## config.mk

```make
export PLATFORM = sky130hd
export DESIGN_NAME = length_prefixed_frame_deframer_flat
export DESIGN_NICKNAME = d
export VERILOG_FILES = /design/src/hdl/lpfd_pkg.sv /design/src/hdl/lpfd_in_if.sv /design/src/hdl/lpfd_out_if.sv /design/src/hdl/lpfd_parser.sv /design/src/hdl/length_prefixed_frame_deframer.sv /design/src/flat_wrapper.sv
export SDC_FILE = /design/constraint.sdc
export NUM_CORES = 1
export LEC_CHECK = 0
export BUFFER_PORTS_ARGS = -buffer_cell sky130_fd_sc_hd__buf_2
export CORE_MARGIN = 1
export CORE_UTILIZATION = 55
export DETAILED_ROUTE_END_ITERATION = 16
export PLACE_DENSITY = 0.79
export SLEW_MARGIN = 10
export SYNTH_ARGS = -nofsm -noshare
export SYNTH_HDL_FRONTEND = slang
export SYNTH_HIERARCHICAL = 1
export SYNTH_SLANG_ARGS = --single-unit
```

## constraint.sdc

```tcl
create_clock -name clk_i -period 4.3 [get_ports clk_i]
set_clock_uncertainty 0.1 [all_clocks]
set_input_delay 0.86 -clock clk_i [delete_from_list [all_inputs] [get_ports clk_i]]
set_output_delay 0.86 -clock clk_i [all_outputs]
set_load 0.02 [all_outputs]
```

## src/hdl/lpfd_pkg.sv

```systemverilog
// ----------------------------------------------------------------------------
// Frame deframer package
// Types and constants shared by the deframer modules.
// ----------------------------------------------------------------------------
package lpfd_pkg;

  localparam int unsigned HdrPosW = 4;

  localparam logic [HdrPosW-1:0] HdrBytes = 4'd10;

  localparam logic [7:0] MagicHi = 8'hCA;
  localparam logic [7:0] MagicLo = 8'hFE;

  localparam logic [7:0] FrameVersionReset = 8'd1;

  typedef enum logic [2:0] {
    SecHeader  = 3'd0,
    SecChannel = 3'd1,
    SecSession = 3'd2,
    SecPayload = 3'd3,
    SecTrail   = 3'd4
  } section_e;

  typedef enum logic [2:0] {
    StOk        = 3'd0,
    StMagic     = 3'd1,
    StVersion   = 3'd2,
    StShortHdr  = 3'd3,
    StShortBody = 3'd4
  } status_e;

  typedef struct packed {
    section_e    section;
    logic [7:0]  data_out;
    logic [7:0]  frame_flags;
    logic [7:0]  channel_len;
    logic [7:0]  session_len;
    logic [31:0] payload_len;
    logic        done_res;
    status_e     status;
  } out_word_t;

endpackage

```

## src/hdl/lpfd_in_if.sv

```systemverilog
// ----------------------------------------------------------------------------
// Deframer input channel
// Valid/ready channel that carries one received byte and its last flag.
// ----------------------------------------------------------------------------
interface lpfd_in_if;
  logic       valid;
  logic       ready;
  logic [7:0] data_byte;
  logic       last_byte;

  modport source (output valid, output data_byte, output last_byte, input ready);
  modport sink (input valid, input data_byte, input last_byte, output ready);
endinterface

```

## src/hdl/lpfd_out_if.sv

```systemverilog
// ----------------------------------------------------------------------------
// Deframer output channel
// Valid/ready channel that carries one tagged byte and the frame verdict.
// ----------------------------------------------------------------------------
interface lpfd_out_if;
  logic        valid;
  logic        ready;
  logic [2:0]  section;
  logic [7:0]  data_out;
  logic [7:0]  frame_flags;
  logic [7:0]  channel_len;
  logic [7:0]  session_len;
  logic [31:0] payload_len;
  logic        done_res;
  logic [2:0]  status;

  modport source (
    output valid, output section, output data_out, output frame_flags,
    output channel_len, output session_len, output payload_len,
    output done_res, output status, input ready
  );
  modport sink (
    input valid, input section, input data_out, input frame_flags,
    input channel_len, input session_len, input payload_len,
    input done_res, input status, output ready
  );
endinterface

```

## src/hdl/lpfd_parser.sv

```systemverilog
// ----------------------------------------------------------------------------
// Frame deframer parser
// Holds the frame state and works out the tagged result of one byte.
// ----------------------------------------------------------------------------
module lpfd_parser (
  input  logic                clk_i,
  input  logic                rst_ni,
  input  logic                advance_i,
  input  logic [7:0]          data_byte_i,
  input  logic                last_byte_i,
  input  logic [7:0]          frame_version_i,
  output lpfd_pkg::out_word_t result_o
);

  typedef struct packed {
    lpfd_pkg::section_e sec;
    logic [31:0]        rem;
  } entry_t;

  logic [lpfd_pkg::HdrPosW-1:0] hdr_pos_q, hdr_pos_d;
  lpfd_pkg::section_e           body_q, body_d;
  logic [31:0]                  rem_q, rem_d;
  logic [7:0]                   chan_len_q, chan_len_d;
  logic [7:0]                   sess_len_q, sess_len_d;
  logic [31:0]                  pay_len_q, pay_len_d;
  logic [7:0]                   flags_q, flags_d;
  lpfd_pkg::status_e            err_q, err_d;
  lpfd_pkg::section_e           sec;
  lpfd_pkg::status_e            status;
  entry_t                       entry;

  function automatic entry_t enter_section(logic [2:0] start, logic [7:0] ch,
                                           logic [7:0] se, logic [31:0] pl);
    entry_t e;
    if (start <= 3'(lpfd_pkg::SecChannel) && ch != 8'd0) begin
      e.sec = lpfd_pkg::SecChannel;
      e.rem = {24'd0, ch};
    end else if (start <= 3'(lpfd_pkg::SecSession) && se != 8'd0) begin
      e.sec = lpfd_pkg::SecSession;
      e.rem = {24'd0, se};
    end else if (start <= 3'(lpfd_pkg::SecPayload) && pl != 32'd0) begin
      e.sec = lpfd_pkg::SecPayload;
      e.rem = pl;
    end else begin
      e.sec = lpfd_pkg::SecTrail;
      e.rem = 32'd0;
    end
    return e;
  endfunction

  always_comb begin
    hdr_pos_d  = hdr_pos_q;
    body_d     = body_q;
    rem_d      = rem_q;
    chan_len_d = chan_len_q;
    sess_len_d = sess_len_q;
    pay_len_d  = pay_len_q;
    flags_d    = flags_q;
    err_d      = err_q;
    status     = lpfd_pkg::StOk;
    entry      = '0;

    if (hdr_pos_q < lpfd_pkg::HdrBytes) begin
      sec = lpfd_pkg::SecHeader;
      unique case (hdr_pos_q)
        4'd0: begin
          flags_d    = 8'd0;
          chan_len_d = 8'd0;
          sess_len_d = 8'd0;
          pay_len_d  = 32'd0;
          if (data_byte_i != lpfd_pkg::MagicHi && err_q == lpfd_pkg::StOk) begin
            err_d = lpfd_pkg::StMagic;
          end
        end
        4'd1: begin
          if (data_byte_i != lpfd_pkg::MagicLo && err_q == lpfd_pkg::StOk) begin
            err_d = lpfd_pkg::StMagic;
          end
        end
        4'd2: begin
          if (data_byte_i != frame_version_i && err_q == lpfd_pkg::StOk) begin
            err_d = lpfd_pkg::StVersion;
          end
        end
        4'd3: flags_d = data_byte_i;
        4'd4: chan_len_d = data_byte_i;
        4'd5: sess_len_d = data_byte_i;
        4'd6: pay_len_d[7:0] = data_byte_i;
        4'd7: pay_len_d[15:8] = data_byte_i;
        4'd8: pay_len_d[23:16] = data_byte_i;
        4'd9: pay_len_d[31:24] = data_byte_i;
        default: ;
      endcase
      hdr_pos_d = hdr_pos_q + 4'd1;
      if (hdr_pos_d == lpfd_pkg::HdrBytes) begin
        entry  = enter_section(3'(lpfd_pkg::SecChannel), chan_len_d, sess_len_d, pay_len_d);
        body_d = entry.sec;
        rem_d  = entry.rem;
      end
    end else if (body_q == lpfd_pkg::SecChannel || body_q == lpfd_pkg::SecSession ||
                 body_q == lpfd_pkg::SecPayload) begin
      sec   = body_q;
      rem_d = rem_q - 32'd1;
      if (rem_d == 32'd0) begin
        entry  = enter_section(3'(body_q) + 3'd1, chan_len_q, sess_len_q, pay_len_q);
        body_d = entry.sec;
        rem_d  = entry.rem;
      end
    end else begin
      sec    = lpfd_pkg::SecTrail;
      body_d = lpfd_pkg::SecTrail;
    end

    if (last_byte_i) begin
      if (hdr_pos_d < lpfd_pkg::HdrBytes) begin
        status = lpfd_pkg::StShortHdr;
      end else if (err_d != lpfd_pkg::StOk) begin
        status = err_d;
      end else if (body_d != lpfd_pkg::SecTrail) begin
        status = lpfd_pkg::StShortBody;
      end
      hdr_pos_d = '0;
      body_d    = lpfd_pkg::SecHeader;
      rem_d     = 32'd0;
      err_d     = lpfd_pkg::StOk;
    end
  end

  assign result_o.section     = sec;
  assign result_o.data_out    = data_byte_i;
  assign result_o.frame_flags = flags_d;
  assign result_o.channel_len = chan_len_d;
  assign result_o.session_len = sess_len_d;
  assign result_o.payload_len = pay_len_d;
  assign result_o.done_res    = last_byte_i;
  assign result_o.status      = status;

  always_ff @(posedge clk_i or negedge rst_ni) begin
    if (!rst_ni) begin
      hdr_pos_q  <= '0;
      body_q     <= lpfd_pkg::SecHeader;
      rem_q      <= 32'd0;
      chan_len_q <= 8'd0;
      sess_len_q <= 8'd0;
      pay_len_q  <= 32'd0;
      flags_q    <= 8'd0;
      err_q      <= lpfd_pkg::StOk;
    end else if (advance_i) begin
      hdr_pos_q  <= hdr_pos_d;
      body_q     <= body_d;
      rem_q      <= rem_d;
      chan_len_q <= chan_len_d;
      sess_len_q <= sess_len_d;
      pay_len_q  <= pay_len_d;
      flags_q    <= flags_d;
      err_q      <= err_d;
    end
  end

  // The header count never runs past the header length.
  assert property (@(posedge clk_i) disable iff (!rst_ni)
    hdr_pos_q <= lpfd_pkg::HdrBytes)
    else $error("header position beyond header length");

  // The body section is the header phase exactly while the header is open.
  assert property (@(posedge clk_i) disable iff (!rst_ni)
    (hdr_pos_q < lpfd_pkg::HdrBytes) == (body_q == lpfd_pkg::SecHeader))
    else $error("body section out of step with header position");

  // A byte count is pending exactly while a length-carrying section is open.
  assert property (@(posedge clk_i) disable iff (!rst_ni)
    (rem_q != 32'd0) == (body_q == lpfd_pkg::SecChannel ||
                         body_q == lpfd_pkg::SecSession ||
                         body_q == lpfd_pkg::SecPayload))
    else $error("remaining count out of step with body section");

  // Only magic and version errors are ever held.
  assert property (@(posedge clk_i) disable iff (!rst_ni)
    err_q == lpfd_pkg::StOk || err_q == lpfd_pkg::StMagic ||
    err_q == lpfd_pkg::StVersion)
    else $error("unexpected held error code");

endmodule

```

## src/hdl/length_prefixed_frame_deframer.sv

```systemverilog
// ----------------------------------------------------------------------------
// Length-prefixed frame deframer
// Checks a ten-byte header and tags each later byte of the buffer.
// ----------------------------------------------------------------------------
// The deframer gives one result word for each input word; the word passes
// through the input register and the combinational parser into the output
// register. Input ready follows the output register, so a new word is taken
// every cycle as long as the downstream side takes results. The verdict comes
// with the result of the word marked last; body words are passed on before it
// and must be dropped by the consumer when the verdict is an error. The user
// must write the frame_version register only while no word is in flight; the
// block itself does not enforce this.
module length_prefixed_frame_deframer (
  input  logic       clk_i,
  input  logic       rst_ni,
  input  logic       cfg_we_i,
  input  logic [7:0] cfg_wdata_i,
  lpfd_in_if.sink    in_i,
  lpfd_out_if.source out_o
);

  logic                frame_version_q;
  logic [7:0]          version_q;
  logic                s1_valid_q;
  logic [7:0]          s1_byte_q;
  logic                s1_last_q;
  logic                out_valid_q;
  lpfd_pkg::out_word_t out_q;
  lpfd_pkg::out_word_t result;
  logic                out_free;
  logic                advance;

  assign out_free   = !out_valid_q || out_o.ready;
  assign advance    = s1_valid_q && out_free;
  assign in_i.ready = !s1_valid_q || out_free;

  always_ff @(posedge clk_i or negedge rst_ni) begin
    if (!rst_ni) begin
      version_q       <= lpfd_pkg::FrameVersionReset;
      frame_version_q <= 1'b0;
    end else begin
      frame_version_q <= cfg_we_i;
      if (cfg_we_i) begin
        version_q <= cfg_wdata_i;
      end
    end
  end

  always_ff @(posedge clk_i or negedge rst_ni) begin
    if (!rst_ni) begin
      s1_valid_q  <= 1'b0;
      out_valid_q <= 1'b0;
    end else begin
      if (in_i.ready) begin
        s1_valid_q <= in_i.valid;
      end
      if (out_free) begin
        out_valid_q <= s1_valid_q;
      end
    end
  end

  always_ff @(posedge clk_i) begin
    if (in_i.valid && in_i.ready) begin
      s1_byte_q <= in_i.data_byte;
      s1_last_q <= in_i.last_byte;
    end
    if (advance) begin
      out_q <= result;
    end
  end

  lpfd_parser u_parser (
    .clk_i           (clk_i),
    .rst_ni          (rst_ni),
    .advance_i       (advance),
    .data_byte_i     (s1_byte_q),
    .last_byte_i     (s1_last_q),
    .frame_version_i (version_q),
    .result_o        (result)
  );

  assign out_o.valid       = out_valid_q;
  assign out_o.section     = out_q.section;
  assign out_o.data_out    = out_q.data_out;
  assign out_o.frame_flags = out_q.frame_flags;
  assign out_o.channel_len = out_q.channel_len;
  assign out_o.session_len = out_q.session_len;
  assign out_o.payload_len = out_q.payload_len;
  assign out_o.done_res    = out_q.done_res;
  assign out_o.status      = out_q.status;

  // A verdict other than ok only ever comes with the last word of a buffer.
  assert property (@(posedge clk_i) disable iff (!rst_ni)
    (out_valid_q && !out_q.done_res) |-> out_q.status == lpfd_pkg::StOk)
    else $error("error verdict on a word that is not last");

  // A word that is not moved on stays in the input register.
  assert property (@(posedge clk_i) disable iff (!rst_ni)
    (s1_valid_q && !out_free) |=> s1_valid_q && $stable(s1_byte_q))
    else $error("input register lost a stalled word");

  // A configuration write lands in the version register.
  assert property (@(posedge clk_i) disable iff (!rst_ni)
    frame_version_q |-> version_q == $past(cfg_wdata_i))
    else $error("version register missed a write");

endmodule

```

## src/flat_wrapper.sv

```systemverilog
// flat-port wrapper written by rule: the top's interface ports become plain ports
module length_prefixed_frame_deframer_flat 
  (clk_i, rst_ni, cfg_we_i, cfg_wdata_i, in_i_valid, in_i_data_byte, in_i_last_byte, in_i_ready, out_o_valid, out_o_section, out_o_data_out, out_o_frame_flags, out_o_channel_len, out_o_session_len, out_o_payload_len, out_o_done_res, out_o_status, out_o_ready);
  lpfd_in_if in_i_i ();
  lpfd_out_if out_o_i ();
  input  logic clk_i;
  input  logic rst_ni;
  input  logic cfg_we_i;
  input  logic [7:0] cfg_wdata_i;
  input wire logic [$bits(in_i_i.valid)-1:0] in_i_valid;
  input wire logic [$bits(in_i_i.data_byte)-1:0] in_i_data_byte;
  input wire logic [$bits(in_i_i.last_byte)-1:0] in_i_last_byte;
  output wire logic [$bits(in_i_i.ready)-1:0] in_i_ready;
  output wire logic [$bits(out_o_i.valid)-1:0] out_o_valid;
  output wire logic [$bits(out_o_i.section)-1:0] out_o_section;
  output wire logic [$bits(out_o_i.data_out)-1:0] out_o_data_out;
  output wire logic [$bits(out_o_i.frame_flags)-1:0] out_o_frame_flags;
  output wire logic [$bits(out_o_i.channel_len)-1:0] out_o_channel_len;
  output wire logic [$bits(out_o_i.session_len)-1:0] out_o_session_len;
  output wire logic [$bits(out_o_i.payload_len)-1:0] out_o_payload_len;
  output wire logic [$bits(out_o_i.done_res)-1:0] out_o_done_res;
  output wire logic [$bits(out_o_i.status)-1:0] out_o_status;
  input wire logic [$bits(out_o_i.ready)-1:0] out_o_ready;
  assign in_i_i.valid = in_i_valid;
  assign in_i_i.data_byte = in_i_data_byte;
  assign in_i_i.last_byte = in_i_last_byte;
  assign in_i_ready = in_i_i.ready;
  assign out_o_valid = out_o_i.valid;
  assign out_o_section = out_o_i.section;
  assign out_o_data_out = out_o_i.data_out;
  assign out_o_frame_flags = out_o_i.frame_flags;
  assign out_o_channel_len = out_o_i.channel_len;
  assign out_o_session_len = out_o_i.session_len;
  assign out_o_payload_len = out_o_i.payload_len;
  assign out_o_done_res = out_o_i.done_res;
  assign out_o_status = out_o_i.status;
  assign out_o_i.ready = out_o_ready;
  length_prefixed_frame_deframer u_core (.clk_i(clk_i), .rst_ni(rst_ni), .cfg_we_i(cfg_we_i), .cfg_wdata_i(cfg_wdata_i), .in_i(in_i_i), .out_o(out_o_i));
endmodule
```

# Yosys cells after proc, flatten, opt, wreduce, memory -nomap -nowiden
# Cells that the tools add are included.
# word_totals
register_bits,188
input_bits,22
out_inout_bits,73
wordCells,124
# classes
add_sub_neg,3
magnitude_cmp,5
n_eq_ne,18
mux,45
bitwise,2
n_reduce_logical,28
# ops
op,n
35-bit 2-to-1 mux,6
32-bit 2-to-1 mux,6
8-bit case mux with 2 select lines,7
8-bit 2-to-1 mux,9
32-bit nonzero test,2
3-bit 2-to-1 mux,13
32-bit logical NOT,1
8-bit nonzero test,4
32-bit by 1-bit subtractor with 32-bit output (second input constant),1
4-bit by 3-bit == test with 1-bit output (second input constant),4
8-bit inequality test (second input constant),2
4-bit == test (second input constant),3
3-bit case mux with 3 select lines,1
4-bit by 2-bit == test with 1-bit output (second input constant),2
1-bit logical AND,8
4-bit less-than comparator (second input constant),2
4-bit 2-to-1 mux,2
8-bit inequality test,1
3-bit by 2-bit == test with 1-bit output (second input constant),2
3-bit by 2-bit less-or-equal comparator with 1-bit output (second input constant),2
3-bit nonzero test,2
4-bit by 1-bit adder with 4-bit output (second input constant),1
4-bit by 1-bit == test with 1-bit output (second input constant),1
4-bit logical NOT,1
other kinds (12),18

# Longest topological paths before layout
# Gate-level depths: netlist (run 1).
# logic_depth
ltp_word,13
depth_mapped,13
mapped_depth_nobuf,10

# Hierarchy
# Netlist (run 1), hierarchy kept.
# by_module_without_submodules
module,instances,cells_each,area_each_um2,seq_area_each_um2
lpfd_parser,1,894,7613.6,2452.4
length_prefixed_frame_deframer,1,105,2824.0,2653.8

# Worst setup path after synthesis (run 1)
# OpenSTA, ideal clock, no wires.
# synth_path
kind,input to register
startpoint,in out_o_ready
endpoint,reg u_core.u_parser.rem_q[23]
setup_time_ns,0.078
arrival_ns,4.116
required_time_ns,4.122
slack_ns,0.006
path_stages,8
n_path_buf,2
cell_sequence,nand2b_1 -> and2_1 -> o31ai_2 -> or3_1 -> clkbuf_1 -> clkbuf_1 -> o21ai_1 -> o21bai_1
# synth_between
elab_chain_cells,3
# synth_rtl
item,line,rtl
"start, declared",flat_wrapper.sv:23,input wire logic [$bits(out_o_i.ready)-1:0] out_o_ready;
1-bit logical OR,length_prefixed_frame_deframer.sv:33,assign out_free = !out_valid_q || out_o.ready;
1-bit logical AND,length_prefixed_frame_deframer.sv:34,assign advance = s1_valid_q && out_free;
net u_core.advance,length_prefixed_frame_deframer.sv:31,logic advance;
3-bit AND reduction (no source line),-,
"end signal, assigned",lpfd_parser.sv:151,rem_q <= rem_d;
"end, declared",lpfd_parser.sv:22,"logic [31:0] rem_q, rem_d;"
# The timed path passes the listed nets, and every way through them passes these cells.
# A chain may end at the register's enable or synchronous reset.

# Worst setup path after layout (run 1)
# layout_path
startpoint,reg u_core/u_parser/hdr_pos_q[1] in the netlist's numbering
endpoint,"reg u_core.out_q, in the netlist u_core/out_o.status[2] (data pin)"
# layout_between
elab_chain_cells,12
word_cells_on_any_way,41
cone_classes,1 x add/sub; 2 x order compare; 10 x eq/ne; 22 x mux; 6 x reduce/logical
# layout_rtl
item,line,rtl
"start, declared",lpfd_parser.sv:20,"logic [lpfd_pkg::HdrPosW-1:0] hdr_pos_q, hdr_pos_d;"
"start signal, assigned",lpfd_parser.sv:149,hdr_pos_q <= hdr_pos_d;
"4-bit by 3-bit == test with 1-bit output, or another cell as far along",lpfd_parser.sv:65,unique case (hdr_pos_q)
8-bit case mux with 2 select lines,lpfd_parser.sv:65,
8-bit 2-to-1 mux,lpfd_parser.sv:63,if (hdr_pos_q < lpfd_pkg::HdrBytes) begin
32-bit nonzero test,lpfd_parser.sv:41,end else if (start <= 3'(lpfd_pkg::SecPayload) && pl != 32'd0) begin
35-bit 2-to-1 mux,lpfd_parser.sv:41,
35-bit 2-to-1 mux,lpfd_parser.sv:38,end else if (start <= 3'(lpfd_pkg::SecSession) && se != 8'd0) begin
35-bit 2-to-1 mux,lpfd_parser.sv:35,if (start <= 3'(lpfd_pkg::SecChannel) && ch != 8'd0) begin
3-bit 2-to-1 mux,lpfd_parser.sv:95,if (hdr_pos_d == lpfd_pkg::HdrBytes) begin
3-bit 2-to-1 mux,lpfd_parser.sv:63,
3-bit inequality test,lpfd_parser.sv:119,end else if (body_d != lpfd_pkg::SecTrail) begin
3-bit 2-to-1 mux,lpfd_parser.sv:119,
3-bit 2-to-1 mux,lpfd_parser.sv:117,end else if (err_d != lpfd_pkg::StOk) begin
"end signal, assigned",length_prefixed_frame_deframer.sv:69,out_q <= result;
"end, declared",length_prefixed_frame_deframer.sv:28,lpfd_pkg::out_word_t out_q;
# Several ways; a longest one is shown, not always the timed one. The select of a mux whose other input is x is not followed.

==> metrics.cfg, run 1 <==
[drt]
routed_via_density = 6.72
avgRoutedWirePerCell_um = 22.4
met3_length_mm = 2.91
wl_met1_mm = 12.1
drt_iter0_markers = 984
ant_nets = 0
first_pass_iters = 6
wirelength_mm = 29.3
via_count = 8806
drc = 0
dr.max_layer_used = met4
met2RoutedLength_mm = 13.4

[synth]
synth-seq-cells = 188
synth_flop_cell = dfrtp_1
synth.distinct_cells = 79
synth_edf_count = 80
synth_largest_area_cell = dfrtp_1
syn_area_mm2 = 0.0104
ys_warn_count = 6
yosys.area.top_type_share_pct = 25.7
syn_area_per_cell_um2 = 10.4
seq_area_frac_synth_pct = 48.9
post_synth_main_area_contributors = dfrtp_1 26%, edfxtp_1 23%, a21oi_1 3.3%
syn_inst = 999
synth.most_common_cell = dfrtp_1
netlist_top_cells_count = 107 x dfrtp_1, 86 x nor2_1, 80 x edfxtp_1
synth_fp_nets = 1033
async_flop_share_pct = 57.4

[setup_path]
path_delay_family = compound AO/OA/AOI/OAI gates
cp_num_cells = 10
required_ns = 4.35
ff2ff_path_depth = 10
slowest_stage = a221oi_1
crit_type = reg2reg
start_kind = register
crit_fanout = 24
end_kind = register
critical_path_arrival_ns = 3.96
cp_num_buf_inv = 1
max_stage_delay_ns = 0.69
crit_path_cell_trace = inv_1, ha_1, o21bai_2, a221oi_1, nand4_1, nor4_1, a31oi_2, o2bb2ai_1, a211oi_1, a41oi_1

[clock_tree]
ctsLongestPathBuffers = 2
clk_pin_slew_ns = 0.07
cts_made_buffers = 17
clock-sinks = 188
ctsResizeCount = 0
cts_setup_buffers = 0
cts_tree = yes
postCtsHoldBufs = 0
htree_num_levels = 4
cts_root_buf = clkbuf_16
clk_latency_ns = 0.43

[power]
leakagePower_uw = 0.00511
switching_power_uw = 2460
p_int_uw = 3860
ir_drop_v = 0.000348
clkPwrFrac_pct = 24.5
cellPowerDensity_mw_per_mm2 = 545
sw_frac_of_total_pct = 39.0
power_frac_seq_pct = 38.7
combPwrFrac_pct = 36.8

[grt]
antenna_found_initial = 0
grt_usage_pct = 30.5
grt_overflow = 0
grt_pass1_vias = 8087
grt_first_pass_wirelength_mm = 45.8
grt_max_degree = 144

[run]
drv_cap = 0

[cells_and_area]
fill_cells = 1536
final_cells = 1310
syn2layout_area_growth_pct = 11.2
seq_area_mm2 = 0.00511
drive_above_1_share_pct = 19.6
utilization_pct = 62.3
multi_input_area_mm2 = 0.00481
antenna_cells = 0
nNetsFinal = 1097

[die]
die_x_um = 140
rows = 50
initial_utilization_pct = 56.0
ioPinCount = 95
die_y_um = 140
coreArea_mm2 = 0.0186
dieArea_mm2 = 0.0195

[timing]
rsz0062_at_grt = false
worst_pin_slew_ns = 1.06
fin_crit_ns = 3.90
fmax_mhz = 256
tns_ns = 0
setup_viol = 0
hold_violations = 0
fin_ws_ns = 0.399
post-route-period-util_pct = 90.7
slew_violations = 0
max_slew_margin_pct = 29.6

[placement]
dp_slack_ns = 0.527
gp_congestion = 0.947
place_inst = 1278
hpwl_mm = 20.4
place.port_buffers = 94

[run_status]
status = finished clean

[worst_hold_path]
min_path_type = in2async

## power groups by stage
stage | Clock (uW) | Combinational (uW) | Sequential [uW]
after floorplan | 0 | 1540 | 2480
after global placement | 0 | 2220 | 2460
after detailed placement | 0 | 2260 | 2470
after CTS | 1560 | 2270 | 2430
after global routing | 1620 | 2500 | 2470
final | 1550 | 2330 | 2450
## per-stage QoR
stage / cell area [um2] / power [uW] / hold WS (ns)
finish: 11600 / 6320 / 0.336
floorplan: 10400 / 4030 / 0.349
detailed placement: 11000 / 4720 / 0.391
global route: 11600 / 6590 / 0.381
global placement: 11000 / 4680 / 0.372
CTS: 11600 / 6270 / 0.353
## cell type report
cell class,instances,share of cell area (%)
Tap cell,234,2.52
Clock buffer,18,3.78
Inverter,37,1.20
Timing Repair Buffer,121,5.93
Multi-Input combinational cell,698,41.4
Clock inverter,14,1.13
Sequential cell,188,44.0
## per-layer routing
layer  vias to the layer above  global-route usage [%]
met3                        71                    7.05
li1                       3889                       -
met2                       525                    46.3
met5                         -                       0
met1                      4321                    42.4
met4                         0                    12.4
## final timing paths
kind / from / endpoint / slack [ns]
max: u_core/u_parser/hdr_pos_q[1] / u_core/out_o.status[2] / 0.40
min: rst_ni / u_core/u_parser/rem_q[2] / 0.34
max reg2reg: u_core/u_parser/hdr_pos_q[1] / u_core/out_o.status[2] / 0.40
min reg2reg: u_core/s1_valid_q / u_core/out_o.valid / 0.40
max in group asynchronous: rst_ni / u_core/version_q[0] / 2.83
min in group clk_i: u_core/s1_valid_q / u_core/out_o.valid / 0.40
## layout by cell type (no fill, tap or decap), drive strengths merged, types with 6 or more instances in the layout
cell type / n
and2: 26
a21oi: 69
dfrtp: 107
nand4: 21
nor3: 16
o21ai: 32
nor2b: 13
clkinv: 6
a31oi: 25
ha: 12
o221ai: 16
or3: 7
nand3: 9
a22oi: 15
buf: 121
mux2i: 18
nor4: 36
xor2: 13
a22o: 11
mux2: 37
a211oi: 9
clkbuf: 18
edfxtp: 80
xnor2: 19
a221oi: 19
inv: 42
nor2: 86
and3b: 28
nand2: 62
nand2b: 11
## logic make-up (layout without fill, tap and decap cells)
logic type      Yosys count  count (layout)  synth area share, %
compound gates          251             251                 16.8
xor+xnor                 32              32                 2.69
fa+ha+maj                12              12                 1.44
buf+inv                 113             190                 5.13
flops                   188             188                 48.9
mux                      55              55                 6.01
simple gates            348             348                 19.0
Power figures use the tool's default switching activity.
==> inputs of run 2 (changes only) <==
- SETUP_SLACK_MARGIN: default -> 0.5
==> run 2 against run 1 <==
Against the previous run:
- via count down 1.1%
- highest routed layer unchanged
- register-to-register slack better by 0.27 ns
- cell area up 1.4%
- sequential power about the same
- setup slack better by 0.27 ns
- non-clock buffer count down 1
- combinational power up 3%
- first-iteration DRC count up 27%
- critical endpoint unchanged
- sequential share of layout area down 0.59 points
==> metrics.cfg, run 2 (synthesis results as in run 1) <==
[run_status]
status = finished clean

[power]
p_int_uw = 3900  ; +0.97%
power_frac_seq_pct = 38.4  ; -0.3 points
cellPowerDensity_mw_per_mm2 = 545  ; about the same
sw_frac_of_total_pct = 39.2  ; +0.26 points
ir_drop_v = 0.000355  ; +2.0%
clkPwrFrac_pct = 24.4  ; about the same
leakagePower_uw = 0.00512  ; +0.21%
combPwrFrac_pct = 37.2  ; +0.4 points
switching_power_uw = 2510  ; +2.1%

[drt]
drc = 0  ; unchanged
drt_iter0_markers = 1254  ; +27%
ant_nets = 0  ; unchanged
routed_via_density = 6.65  ; -1.0%
first_pass_iters = 6  ; unchanged
wirelength_mm = 29.2  ; -0.34%
avgRoutedWirePerCell_um = 22.3  ; -0.27%
via_count = 8711  ; -1.1%

[timing]
fin_crit_ns = 3.63  ; -0.267 ns
worst_pin_slew_ns = 1.01  ; -0.0433 ns
fin_ws_ns = 0.666  ; +0.267 ns
fmax_mhz = 275  ; +7.4%
rsz0062_at_grt = false
setup_viol = 0  ; unchanged
tns_ns = 0  ; unchanged
max_slew_margin_pct = 32.5  ; +2.9 points
slew_violations = 0  ; unchanged
post-route-period-util_pct = 84.5  ; -6.2 points
hold_violations = 0  ; unchanged
holdWs_ns = 0.377  ; +0.0414 ns

[clock_tree]
cts_root_buf = clkbuf_16
cts_made_buffers = 17  ; unchanged
ctsLongestPathBuffers = 2  ; unchanged
clk_latency_ns = 0.44  ; about the same
htree_num_levels = 4  ; unchanged
clk_pin_slew_ns = 0.07  ; about the same
clock-sinks = 188  ; unchanged
cts_tree = yes

[setup_path]
required_ns = 4.37  ; +0.02 ns
end_kind = register
crit_fanout = 10  ; -58%
crit_path_cell_trace = inv_1, ha_1, nor3b_4, buf_4, nand4_2, o31a_1, nor4_1, and4b_2, buf_4, a21boi_0, a211oi_1, a41oi_1
crit_type = reg2reg
r2r_slack_ns = 0.67  ; +0.27 ns
path_delay_family = simple AND/OR/NAND/NOR gates
cpMostUsedCell = buf_4
max_stage_delay_ns = 0.44  ; -0.25 ns
cp_num_buf_inv = 3  ; +2
critical_path_arrival_ns = 3.70  ; -0.26 ns
start_kind = register
slowest_stage = dfrtp_1

[placement]
dp_slack_ns = 0.492  ; -0.0344 ns
place.port_buffers = 94  ; unchanged
gp_congestion = 0.931  ; -1.7%
hpwl_mm = 20.1  ; -1.5%

[cells_and_area]
fill_cells = 1491  ; -2.9%
syn2layout_area_growth_pct = 12.8
antenna_cells = 0  ; unchanged
final_common_cell = dfrtp_1
layout_common_cells = 105 x dfrtp_1, 93 x buf_2, 86 x nor2_1, 80 x edfxtp_1, 68 x a21oi_1
drive_above_1_share_pct = 21.8  ; +2.2 points
nNetsFinal = 1096  ; -0.091%

[grt]
grt_pass1_vias = 8189  ; +1.3%
grt_overflow = 0  ; unchanged
grt_max_degree = 109  ; -24%
grt_first_pass_wirelength_mm = 45.6  ; -0.63%
antenna_found_initial = 0  ; unchanged
grt_usage_pct = 30.5  ; -0.061 points

[worst_hold_path]
min_path_type = in2async

[die]
die_y_um = 140  ; unchanged
coreArea_mm2 = 0.0186  ; unchanged
ioPinCount = 95  ; unchanged
initial_utilization_pct = 56.0  ; unchanged
die_x_um = 140  ; unchanged
rows = 50  ; unchanged
dieArea_mm2 = 0.0195  ; unchanged

[run]
drv_cap = 0  ; unchanged

## run 2: changes by cell type in the layout (fill, tap and decap cells not counted), sizes merged
| cell | change |
|---|---|
| clkinvlp | +2 |
| clkinv | -3 |
| buf | -1 |
| inv | +1 |
## run 2: worst register-to-register path: stages, from the launching register on
cell and delay, ns:
dfrtp_1 0.44, inv_1 0.12, ha_1 0.27, nor3b_4 0.21, buf_4 0.19, nand4_2 0.19
o31a_1 0.35, nor4_1 0.26, and4b_2 0.41, buf_4 0.21, a21boi_0 0.10, a211oi_1 0.35
a41oi_1 0.16
## run 2: what timing repair did
item                       4_1_cts  5_1_grt
gates resized for setup          1       27
pin swaps                        0        0
setup buffers                    0        2
hold buffers                     0        0
setup endpoints to repair        1       35
## run 2: area by class of cell
class / instances / area (um2) / area share (%)
flip-flops and latches: 188 / 5110 / 43.4
multi-input cells: 698 / 4950 / 42.1
repair buffers: 120 / 693 / 5.89
clock buffers: 18 / 429 / 3.65
well taps: 234 / 293 / 2.49
clock inverters: 14 / 154 / 1.31
inverters: 37 / 139 / 1.18
## run 2: per-stage QoR
step / instance area, um2 / cells / total power (uW) / utilization [%]
3_5_place_dp: 11000 / 1275 / 4700 / 59.1
5_1_grt: 11800 / 1309 / 6710 / 63.1
2_1_floorplan: 10400 / 999 / 4020 / -
4_1_cts: 11600 / 1307 / 6250 / 62.3
6_report: 11800 / 1309 / 6410 / 63.1
3_3_place_gp: 11000 / 1275 / 4660 / 59.1
## run 2: worst paths after layout
kind,startpoint,endpoint,cells after the start
setup / recovery,u_core/u_parser/rem_q[0],u_core/out_o.status[2],12
hold / removal,rst_ni,u_core/u_parser/rem_q[2],2
setup reg to reg,u_core/u_parser/rem_q[0],u_core/out_o.status[2],12
hold reg to reg,u_core/s1_valid_q,u_core/out_o.valid,1
max in group asynchronous,rst_ni,u_core/u_parser/pay_len_q[12],2
min in group clk_i,u_core/s1_valid_q,u_core/out_o.valid,1
## run 2: power by group through the flow
stage                     clock network [uW]  logic [uW]  registers [uW]
after floorplan                            0        1540            2480
after global placement                     0        2190            2470
after detailed placement                   0        2220            2470
after CTS                               1580        2240            2440
after global routing                    1650        2570            2490
final                                   1560        2390            2460
## run 2: layer usage
metal | vias to the layer above | GRT usage, % | part of all wire, %
met1 | 4191 | 42.3 | 42
met4 | 0 | 12.3 | 3.1
met5 | - | 0 | 0
li1 | 3890 | - | -
met3 | 83 | 6.85 | 9.8
met2 | 547 | 46.3 | 46
